$ cat config.mk
export PLATFORM = sky130hd
export DESIGN_NAME = png_chunk_framer
export DESIGN_NICKNAME = d
export VERILOG_FILES = /design/src/rtl/pcf_pkg.sv /design/src/rtl/pcf_crc.sv /design/src/rtl/pcf_seq.sv /design/src/rtl/pcf_out.sv /design/src/rtl/png_chunk_framer.sv
export SDC_FILE = /design/constraint.sdc
export NUM_CORES = 1
export LEC_CHECK = 0
export BUFFER_PORTS_ARGS = -buffer_cell sky130_fd_sc_hd__clkbuf_2
export CORE_AREA = 2 2 133 122
export DETAILED_ROUTE_END_ITERATION = 8
export DIE_AREA = 0 0 135 124
export PLACE_DENSITY = 0.74
export REMOVE_ABC_BUFFERS = 1
export SETUP_SLACK_MARGIN = 0.3
export SYNTH_ARGS = -nofsm -noshare
export SYNTH_HDL_FRONTEND = slang
export SYNTH_HIERARCHICAL = 1
export SYNTH_SLANG_ARGS = --single-unit
$ cat constraint.sdc
create_clock -name clock -period 4.1 [get_ports clock]
set_input_delay 0.205 -clock clock [delete_from_list [all_inputs] [get_ports clock]]
set_output_delay 0.205 -clock clock [all_outputs]
set_load 0.02 [all_outputs]
$ cat src/rtl/pcf_pkg.sv
// Shared types and constants for the PNG chunk framer.
// Holds the byte phase codes, CRC operation codes, the emit record and the
// byte-wise CRC-32 update. No dependencies.
`timescale 1ns / 1ps

package pcf_pkg;

   localparam logic [31:0] CRC_INIT = 32'hFFFF_FFFF;
   localparam logic [31:0] CRC_POLY = 32'hEDB8_8320;

   // Position of the next byte to emit within one request
   typedef enum logic [3:0] {
      PH_LEN0,
      PH_LEN1,
      PH_LEN2,
      PH_LEN3,
      PH_TYPE0,
      PH_TYPE1,
      PH_TYPE2,
      PH_TYPE3,
      PH_DATA,
      PH_CRC0,
      PH_CRC1,
      PH_CRC2,
      PH_CRC3,
      PH_NONE
   } phase_type;

   typedef enum logic [1:0] {
      CRC_HOLD,
      CRC_FIRST,
      CRC_NEXT,
      CRC_CLEAR
   } crc_op_type;

   typedef struct packed {
      logic       load;
      logic [7:0] out_byte;
      logic       run_last;
      logic       chunk_done;
   } emit_type;

   // Reflected CRC-32, one byte
   function automatic logic [31:0] crc_update_byte(input logic [31:0] crc,
                                                   input logic [7:0]  data);
      logic [31:0] c;
      c = crc ^ {24'd0, data};
      for (int k = 0; k < 8; k++) begin
         c = (c >> 1) ^ (c[0] ? CRC_POLY : 32'd0);
      end
      return c;
   endfunction

endpackage

$ cat src/rtl/pcf_crc.sv
// CRC-32 accumulator for the PNG chunk framer.
// Updates one byte per cycle as bytes are loaded for output; uses pcf_pkg.
`timescale 1ns / 1ps

module pcf_crc (
   input  logic                clock,
   input  logic                reset,
   input  pcf_pkg::crc_op_type crc_op,
   input  logic [7:0]          crc_byte,
   output logic [31:0]         crc_value
);
   import pcf_pkg::*;

   logic [31:0] crc_ff;
   logic [31:0] crc_in;

   always_comb begin
      unique case (crc_op)
         CRC_HOLD:  crc_in = crc_ff;
         CRC_FIRST: crc_in = crc_update_byte(CRC_INIT, crc_byte);
         CRC_NEXT:  crc_in = crc_update_byte(crc_ff, crc_byte);
         CRC_CLEAR: crc_in = CRC_INIT;
         default:   crc_in = crc_ff;
      endcase
   end

   always_ff @(posedge clock) begin
      if (reset) begin
         crc_ff <= CRC_INIT;
      end else begin
         crc_ff <= crc_in;
      end
   end

   assign crc_value = crc_ff;

endmodule

$ cat src/rtl/pcf_seq.sv
// Request register and byte sequencer for the PNG chunk framer.
// Walks one request through its length, type, data and CRC bytes; uses pcf_pkg.
`timescale 1ns / 1ps

module pcf_seq (
   input  logic                clock,
   input  logic                reset,
   input  logic                req_valid,
   output logic                req_stall,
   input  logic                req_chunk_start,
   input  logic                req_chunk_end,
   input  logic                req_has_byte,
   input  logic [31:0]         req_chunk_type,
   input  logic [30:0]         req_data_length,
   input  logic [7:0]          req_data_byte,
   input  logic                out_ready,
   input  logic [31:0]         crc_value,
   output pcf_pkg::emit_type   emit,
   output pcf_pkg::crc_op_type crc_op
);
   import pcf_pkg::*;

   logic        item_valid_ff, item_valid_in;
   phase_type   phase_ff, phase_in;
   logic        end_ff;
   logic        has_ff;
   logic [31:0] type_ff;
   logic [30:0] length_ff;
   logic [7:0]  byte_ff;

   phase_type   first_phase;
   phase_type   phase_next;
   logic        load;
   logic        item_done;
   logic        accept;
   logic [31:0] crc_out;

   always_comb begin
      priority if (req_chunk_start) first_phase = PH_LEN0;
      else if (req_has_byte)        first_phase = PH_DATA;
      else if (req_chunk_end)       first_phase = PH_CRC0;
      else                          first_phase = PH_NONE;
   end

   // Next state
   always_comb begin
      unique case (phase_ff)
         PH_LEN0:  phase_next = PH_LEN1;
         PH_LEN1:  phase_next = PH_LEN2;
         PH_LEN2:  phase_next = PH_LEN3;
         PH_LEN3:  phase_next = PH_TYPE0;
         PH_TYPE0: phase_next = PH_TYPE1;
         PH_TYPE1: phase_next = PH_TYPE2;
         PH_TYPE2: phase_next = PH_TYPE3;
         PH_TYPE3: phase_next = has_ff ? PH_DATA : (end_ff ? PH_CRC0 : PH_NONE);
         PH_DATA:  phase_next = end_ff ? PH_CRC0 : PH_NONE;
         PH_CRC0:  phase_next = PH_CRC1;
         PH_CRC1:  phase_next = PH_CRC2;
         PH_CRC2:  phase_next = PH_CRC3;
         default:  phase_next = PH_NONE;
      endcase
   end

   assign load      = item_valid_ff && (phase_ff != PH_NONE) && out_ready;
   assign item_done = item_valid_ff &&
                      ((phase_ff == PH_NONE) || (load && (phase_next == PH_NONE)));
   assign req_stall = item_valid_ff && !item_done;
   assign accept    = req_valid && !req_stall;

   assign item_valid_in = accept ? 1'b1 : (item_done ? 1'b0 : item_valid_ff);
   assign phase_in      = accept ? first_phase : (load ? phase_next : phase_ff);

   // Outputs
   assign crc_out = ~crc_value;

   always_comb begin
      emit.load       = load;
      emit.run_last   = (phase_next == PH_NONE);
      emit.chunk_done = (phase_ff == PH_CRC3);
      unique case (phase_ff)
         PH_LEN0:  emit.out_byte = {1'b0, length_ff[30:24]};
         PH_LEN1:  emit.out_byte = length_ff[23:16];
         PH_LEN2:  emit.out_byte = length_ff[15:8];
         PH_LEN3:  emit.out_byte = length_ff[7:0];
         PH_TYPE0: emit.out_byte = type_ff[31:24];
         PH_TYPE1: emit.out_byte = type_ff[23:16];
         PH_TYPE2: emit.out_byte = type_ff[15:8];
         PH_TYPE3: emit.out_byte = type_ff[7:0];
         PH_DATA:  emit.out_byte = byte_ff;
         PH_CRC0:  emit.out_byte = crc_out[31:24];
         PH_CRC1:  emit.out_byte = crc_out[23:16];
         PH_CRC2:  emit.out_byte = crc_out[15:8];
         PH_CRC3:  emit.out_byte = crc_out[7:0];
         default:  emit.out_byte = 8'd0;
      endcase
   end

   always_comb begin
      if (!load) begin
         crc_op = CRC_HOLD;
      end else begin
         unique case (phase_ff)
            PH_TYPE0: crc_op = CRC_FIRST;
            PH_TYPE1, PH_TYPE2, PH_TYPE3, PH_DATA: crc_op = CRC_NEXT;
            PH_CRC3:  crc_op = CRC_CLEAR;
            default:  crc_op = CRC_HOLD;
         endcase
      end
   end

   always_ff @(posedge clock) begin
      if (reset) begin
         item_valid_ff <= 1'b0;
         phase_ff      <= PH_NONE;
      end else begin
         item_valid_ff <= item_valid_in;
         phase_ff      <= phase_in;
      end
   end

   always_ff @(posedge clock) begin
      if (accept) begin
         end_ff    <= req_chunk_end;
         has_ff    <= req_has_byte;
         type_ff   <= req_chunk_type;
         length_ff <= req_data_length;
         byte_ff   <= req_data_byte;
      end
   end

endmodule

$ cat src/rtl/pcf_out.sv
// Result register for the PNG chunk framer.
// Holds one output byte until the receiver takes it; uses pcf_pkg.
`timescale 1ns / 1ps

module pcf_out (
   input  logic              clock,
   input  logic              reset,
   input  pcf_pkg::emit_type emit,
   output logic              out_ready,
   output logic              rsp_valid,
   input  logic              rsp_stall,
   output logic [7:0]        rsp_out_byte,
   output logic              rsp_run_last,
   output logic              rsp_chunk_done
);
   import pcf_pkg::*;

   logic       rsp_valid_ff, rsp_valid_in;
   logic [7:0] byte_ff;
   logic       last_ff;
   logic       done_ff;

   assign out_ready    = !rsp_valid_ff || !rsp_stall;
   assign rsp_valid_in = out_ready ? emit.load : rsp_valid_ff;

   always_ff @(posedge clock) begin
      if (reset) begin
         rsp_valid_ff <= 1'b0;
      end else begin
         rsp_valid_ff <= rsp_valid_in;
      end
   end

   always_ff @(posedge clock) begin
      if (out_ready && emit.load) begin
         byte_ff <= emit.out_byte;
         last_ff <= emit.run_last;
         done_ff <= emit.chunk_done;
      end
   end

   assign rsp_valid      = rsp_valid_ff;
   assign rsp_out_byte   = byte_ff;
   assign rsp_run_last   = last_ff;
   assign rsp_chunk_done = done_ff;

endmodule

$ cat src/rtl/png_chunk_framer.sv
// PNG chunk framer: turns chunk requests into a framed byte stream with CRC-32.
// Top level; instantiates pcf_seq, pcf_crc and pcf_out, uses pcf_pkg.
//
// Usage:
//   Request channel (req_*): a request with chunk_start brings the chunk type
//   and data length; the block emits the length (big-endian), then the type.
//   A request with has_byte emits its data byte. A request with chunk_end
//   emits the CRC-32 over type and data, big-endian, with rsp_chunk_done on
//   its last byte. A request carries any mix of the three, in that order.
//   Result channel (rsp_*): one byte per transfer; rsp_run_last marks the
//   last byte caused by a request. A request with no flag emits nothing.
//   Output path: the first byte of a request passes through the request register
//   and then the output register before it is valid on rsp_*.
//   Throughput: one output byte per cycle while rsp_stall is low, set by the
//   single output register; a request emits one byte (a plain data byte) up
//   to 13, and data-only requests flow at one per cycle while rsp_stall is low.
//   Reset: synchronous; clears pending requests and results and sets the CRC
//   accumulator to all ones. A receiver stall holds the output byte and
//   backs up into req_stall once the request register cannot drain.
`timescale 1ns / 1ps

module png_chunk_framer (
   input  logic        clock,
   input  logic        reset,
   input  logic        req_valid,
   output logic        req_stall,
   input  logic        req_chunk_start,
   input  logic        req_chunk_end,
   input  logic        req_has_byte,
   input  logic [31:0] req_chunk_type,
   input  logic [30:0] req_data_length,
   input  logic [7:0]  req_data_byte,
   output logic        rsp_valid,
   input  logic        rsp_stall,
   output logic [7:0]  rsp_out_byte,
   output logic        rsp_run_last,
   output logic        rsp_chunk_done
);
   import pcf_pkg::*;

   emit_type    emit;
   crc_op_type  crc_op;
   logic [31:0] crc_value;
   logic        out_ready;

   pcf_seq u_seq (
      .clock           (clock),
      .reset           (reset),
      .req_valid       (req_valid),
      .req_stall       (req_stall),
      .req_chunk_start (req_chunk_start),
      .req_chunk_end   (req_chunk_end),
      .req_has_byte    (req_has_byte),
      .req_chunk_type  (req_chunk_type),
      .req_data_length (req_data_length),
      .req_data_byte   (req_data_byte),
      .out_ready       (out_ready),
      .crc_value       (crc_value),
      .emit            (emit),
      .crc_op          (crc_op)
   );

   pcf_crc u_crc (
      .clock     (clock),
      .reset     (reset),
      .crc_op    (crc_op),
      .crc_byte  (emit.out_byte),
      .crc_value (crc_value)
   );

   pcf_out u_out (
      .clock          (clock),
      .reset          (reset),
      .emit           (emit),
      .out_ready      (out_ready),
      .rsp_valid      (rsp_valid),
      .rsp_stall      (rsp_stall),
      .rsp_out_byte   (rsp_out_byte),
      .rsp_run_last   (rsp_run_last),
      .rsp_chunk_done (rsp_chunk_done)
   );

endmodule

==> flow_summary.toml <==
[status]
status = "finished clean"

[timing]
finalCriticalPeriod_ns = 3.61
fin_tns_setup_ns = 0
slew_viol_final = 0
fmax_mhz = 277
worst_hold_slack_ns = 0.0633
rsz0062_at_grt = "no"
clock-skew-final_ns = 0.0130
hold_viol_final = 0
slew_headroom_pct = 46.1
worst_pin_slew_ns = 0.808
finalCritPeriodShare_pct = 88.2
finalSetupViolations = 0

[drt]
ant_nets = 0
dr_wl_met3_microns = 1580
m1WireLength_microns = 8680
drtIter0Drc = 657
met2_length_microns = 9620
avgRoutedWirePerCell_microns = 21.0
dr.pass1.iters = 7
post-route-drc-count = 0
totalWireLength_microns = 20400
dr_total_vias = 5477
vias_per_cell = 5.65
top_layer = "met4"

[cts]
numCtsBuffers = 17
postCtsSetupRepairBufs = 0
cts_max_path_buffers = 2
cts.sinks = 121
clk_pin_slew_ns = 0.06
cts_tree = "done"
clk_latency_ns = 0.43
cts-root-buf = "clkbuf_16"
htree_levels = 4

[floorplanning]
rows = 43
die_y_microns = 124
start_util_pct = 44.5
die_area_sq_um = 16700
fp.dieW_microns = 135
core_area_sq_um = 15300
io_pins = 90

[setup_path]
end_kind = "flip-flop"
path_cells = "mux2_2 -> a32oi_1 -> o221ai_1 -> a211o_1 -> xnor2_2 -> xnor3_1 -> xnor3_1 -> nor2_1 -> o21bai_1"
worstSetupPathType = "flip-flop to flip-flop"
crit_path_start_kind = "flip-flop"
crit_slowest_cell = "dfxtp_2"
critPathMostFrequentCell = "xnor3_1"
max_stage_delay_ns = 0.67
required_ns = 4.41
timing.rr.start = "u_seq/phase_ff[0]"
cp_max_fo = 24
startpoint = "u_seq/phase_ff[0]"
critPathArrivalTime_ns = 3.92

[pwr]
sequentialPowerShare_pct = 32.2
peakVddDrop_uv = 370
p_sw_mw = 1.46
powerDensity_nw_per_um2 = 538
p_leak_nw = 3.44
combPwrFrac_pct = 35.0
p_int_mw = 3.31
switching_share_pct = 30.6
clkPwrFrac_pct = 32.8

[layout]
fill_cells = 1242
fin_cells = 970
nets = 833
register_area_sq_um = 3260
antenna_cells = 0
synthToLayoutAreaGrowth_pct = 30.2
multiInputGateArea_sq_um = 3260
drive_gt1_share_pct = 24.3

[synth]
ys_seq_area_share_pct = 47.9
synthArstFlopShare_pct = 0
synth_common_cells = "83 x edfxtp_1, 58 x xnor2_1, 38 x dfxtp_1"
yosys-top-cells-area = "edfxtp_1 37%, dfxtp_1 11%, xnor2_1 7.5%"
yosysTopAreaCell = "edfxtp_1"
yosysWarnings = 6
netlist_area_sq_um = 6800
ys.flop_type = "edfxtp_1"
synth.most_common_cell = "edfxtp_1"
synth_seq_cells = 121
synth_edf_count = 83
synthDistinctLibCells = 73
syn_avg_cell_area_sq_um = 11.6
post-synth-top-area-fraction_pct = 36.7
syn_inst = 585

[flow_run]
cap_violations = 0

[placed_design]
gp_congestion = 0.939
dpl.hpwl_microns = 13900
portBuffers = 89
dp_cells = 865

[global_route]
grt_use_total_pct = 25.6
grt_pass1_wl_microns = 31400
antenna_found_initial = 0
grt_max_degree = 42
grt_pass1_vias = 5533
overflow = 0

[min_path]
hold_class = "primary input to flip-flop"
min_from = "req_chunk_start"
-- path summary, 6_finish.rpt --
kind,end,slack (ns),cells after the start
setup / recovery,u_crc/crc_value[26],0.49,9
hold / removal,u_seq/phase_ff[3],0.06,2
setup reg to reg,u_crc/crc_value[26],0.49,9
hold reg to reg,u_crc/crc_value[10],0.53,2
-- routing by layer --
metal  track usage [%]  up-vias
met3              5.98       37
met5                 0        -
met1              34.1     2663
met2              41.2      299
li1                  -     2478
met4              8.92        0
-- flip-flops by register name (all words and copies together) (netlist names) --
register and cells:
u_out/rsp_chunk_done 1, u_seq/byte_ff 8, u_out/rsp_run_last 1, u_seq/has_ff 1, u_seq/length_ff 31, u_crc/crc_value 32, u_seq/end_ff 1, u_out/rsp_valid 1
u_seq/type_ff 32, u_out/rsp_out_byte 8, u_seq/phase_ff 4, u_seq/item_valid_ff 1
-- critical path: cells and delay by family (launching register included) --
kind	cells	cell delay, ns
DFF	1	0.67
xor gates and xnor gates	3	1.40
AOI/OAI and AO/OA	4	0.91
muxes	1	0.40
and+or+nand+nor	1	0.11
-- final cells by class --
class,count,share of cell area (%)
multi-input combinational,410,36.9
sequential,121,36.8
timing repair buffer,194,16.1
clock buffer,23,5.17
tap,202,2.86
clock inverter,9,1.68
inverter,11,0.467
-- metrics by stage --
step                setup slack [ns]  utilization (%)  power [mW]  area (sq um)
CTS                            0.405             57.9        4.75          8850
floorplan                      -2.34                -        2.71          6550
finish                         0.486             57.9        4.76          8850
global route                   0.390             57.9        4.95          8850
detailed placement             0.267             49.1        3.12          7510
global placement               0.307             49.1        3.11          7510
-- logic make-up (layout without fill, tap and decap cells) --
logic type | Yosys count | after routing | synth area share (%)
xor gates and xnor gates | 108 | 108 | 18.5
buffers and inverters | 54 | 237 | 4.23
AOI/OAI and AO/OA | 127 | 127 | 13.3
and+or+nand+nor | 148 | 148 | 11.7
muxes | 27 | 27 | 4.29
DFF | 121 | 121 | 47.9
-- timing repair --
action                                 in CTS  in global routing
endpoints found under the hold margin      73                  0
hold buffers                               73                  0
cloned                                      0                  0
gates resized for setup                     1                  2
setup endpoints to repair                   1                  8
-- power groups by stage --
| stage | logic [mW] | clock network (mW) | registers, mW |
|---|---|---|---|
| 4_1_cts | 1.64 | 1.58 | 1.53 |
| 5_1_grt | 1.78 | 1.63 | 1.54 |
| 3_5_place_dp | 1.57 | 0 | 1.56 |
| 2_1_floorplan | 1.18 | 0 | 1.53 |
| 3_3_place_gp | 1.55 | 0 | 1.56 |
| 6_report | 1.66 | 1.56 | 1.54 |
-- placed cells by master (no fill, tap or decap), types with 19 or more instances in the layout --
cell type,netlist,routed
clkbuf_2,0,89
edfxtp_1,83,83
dlygate4sd3_1,0,73
xnor2_1,58,58
nor2_1,36,36
dfxtp_1,38,35
buf_4,7,31
a21oi_1,26,26
nand2_1,26,26
xor2_1,25,25
mux2i_1,19,19
Note: power is estimated with default switching activity, not from simulation.
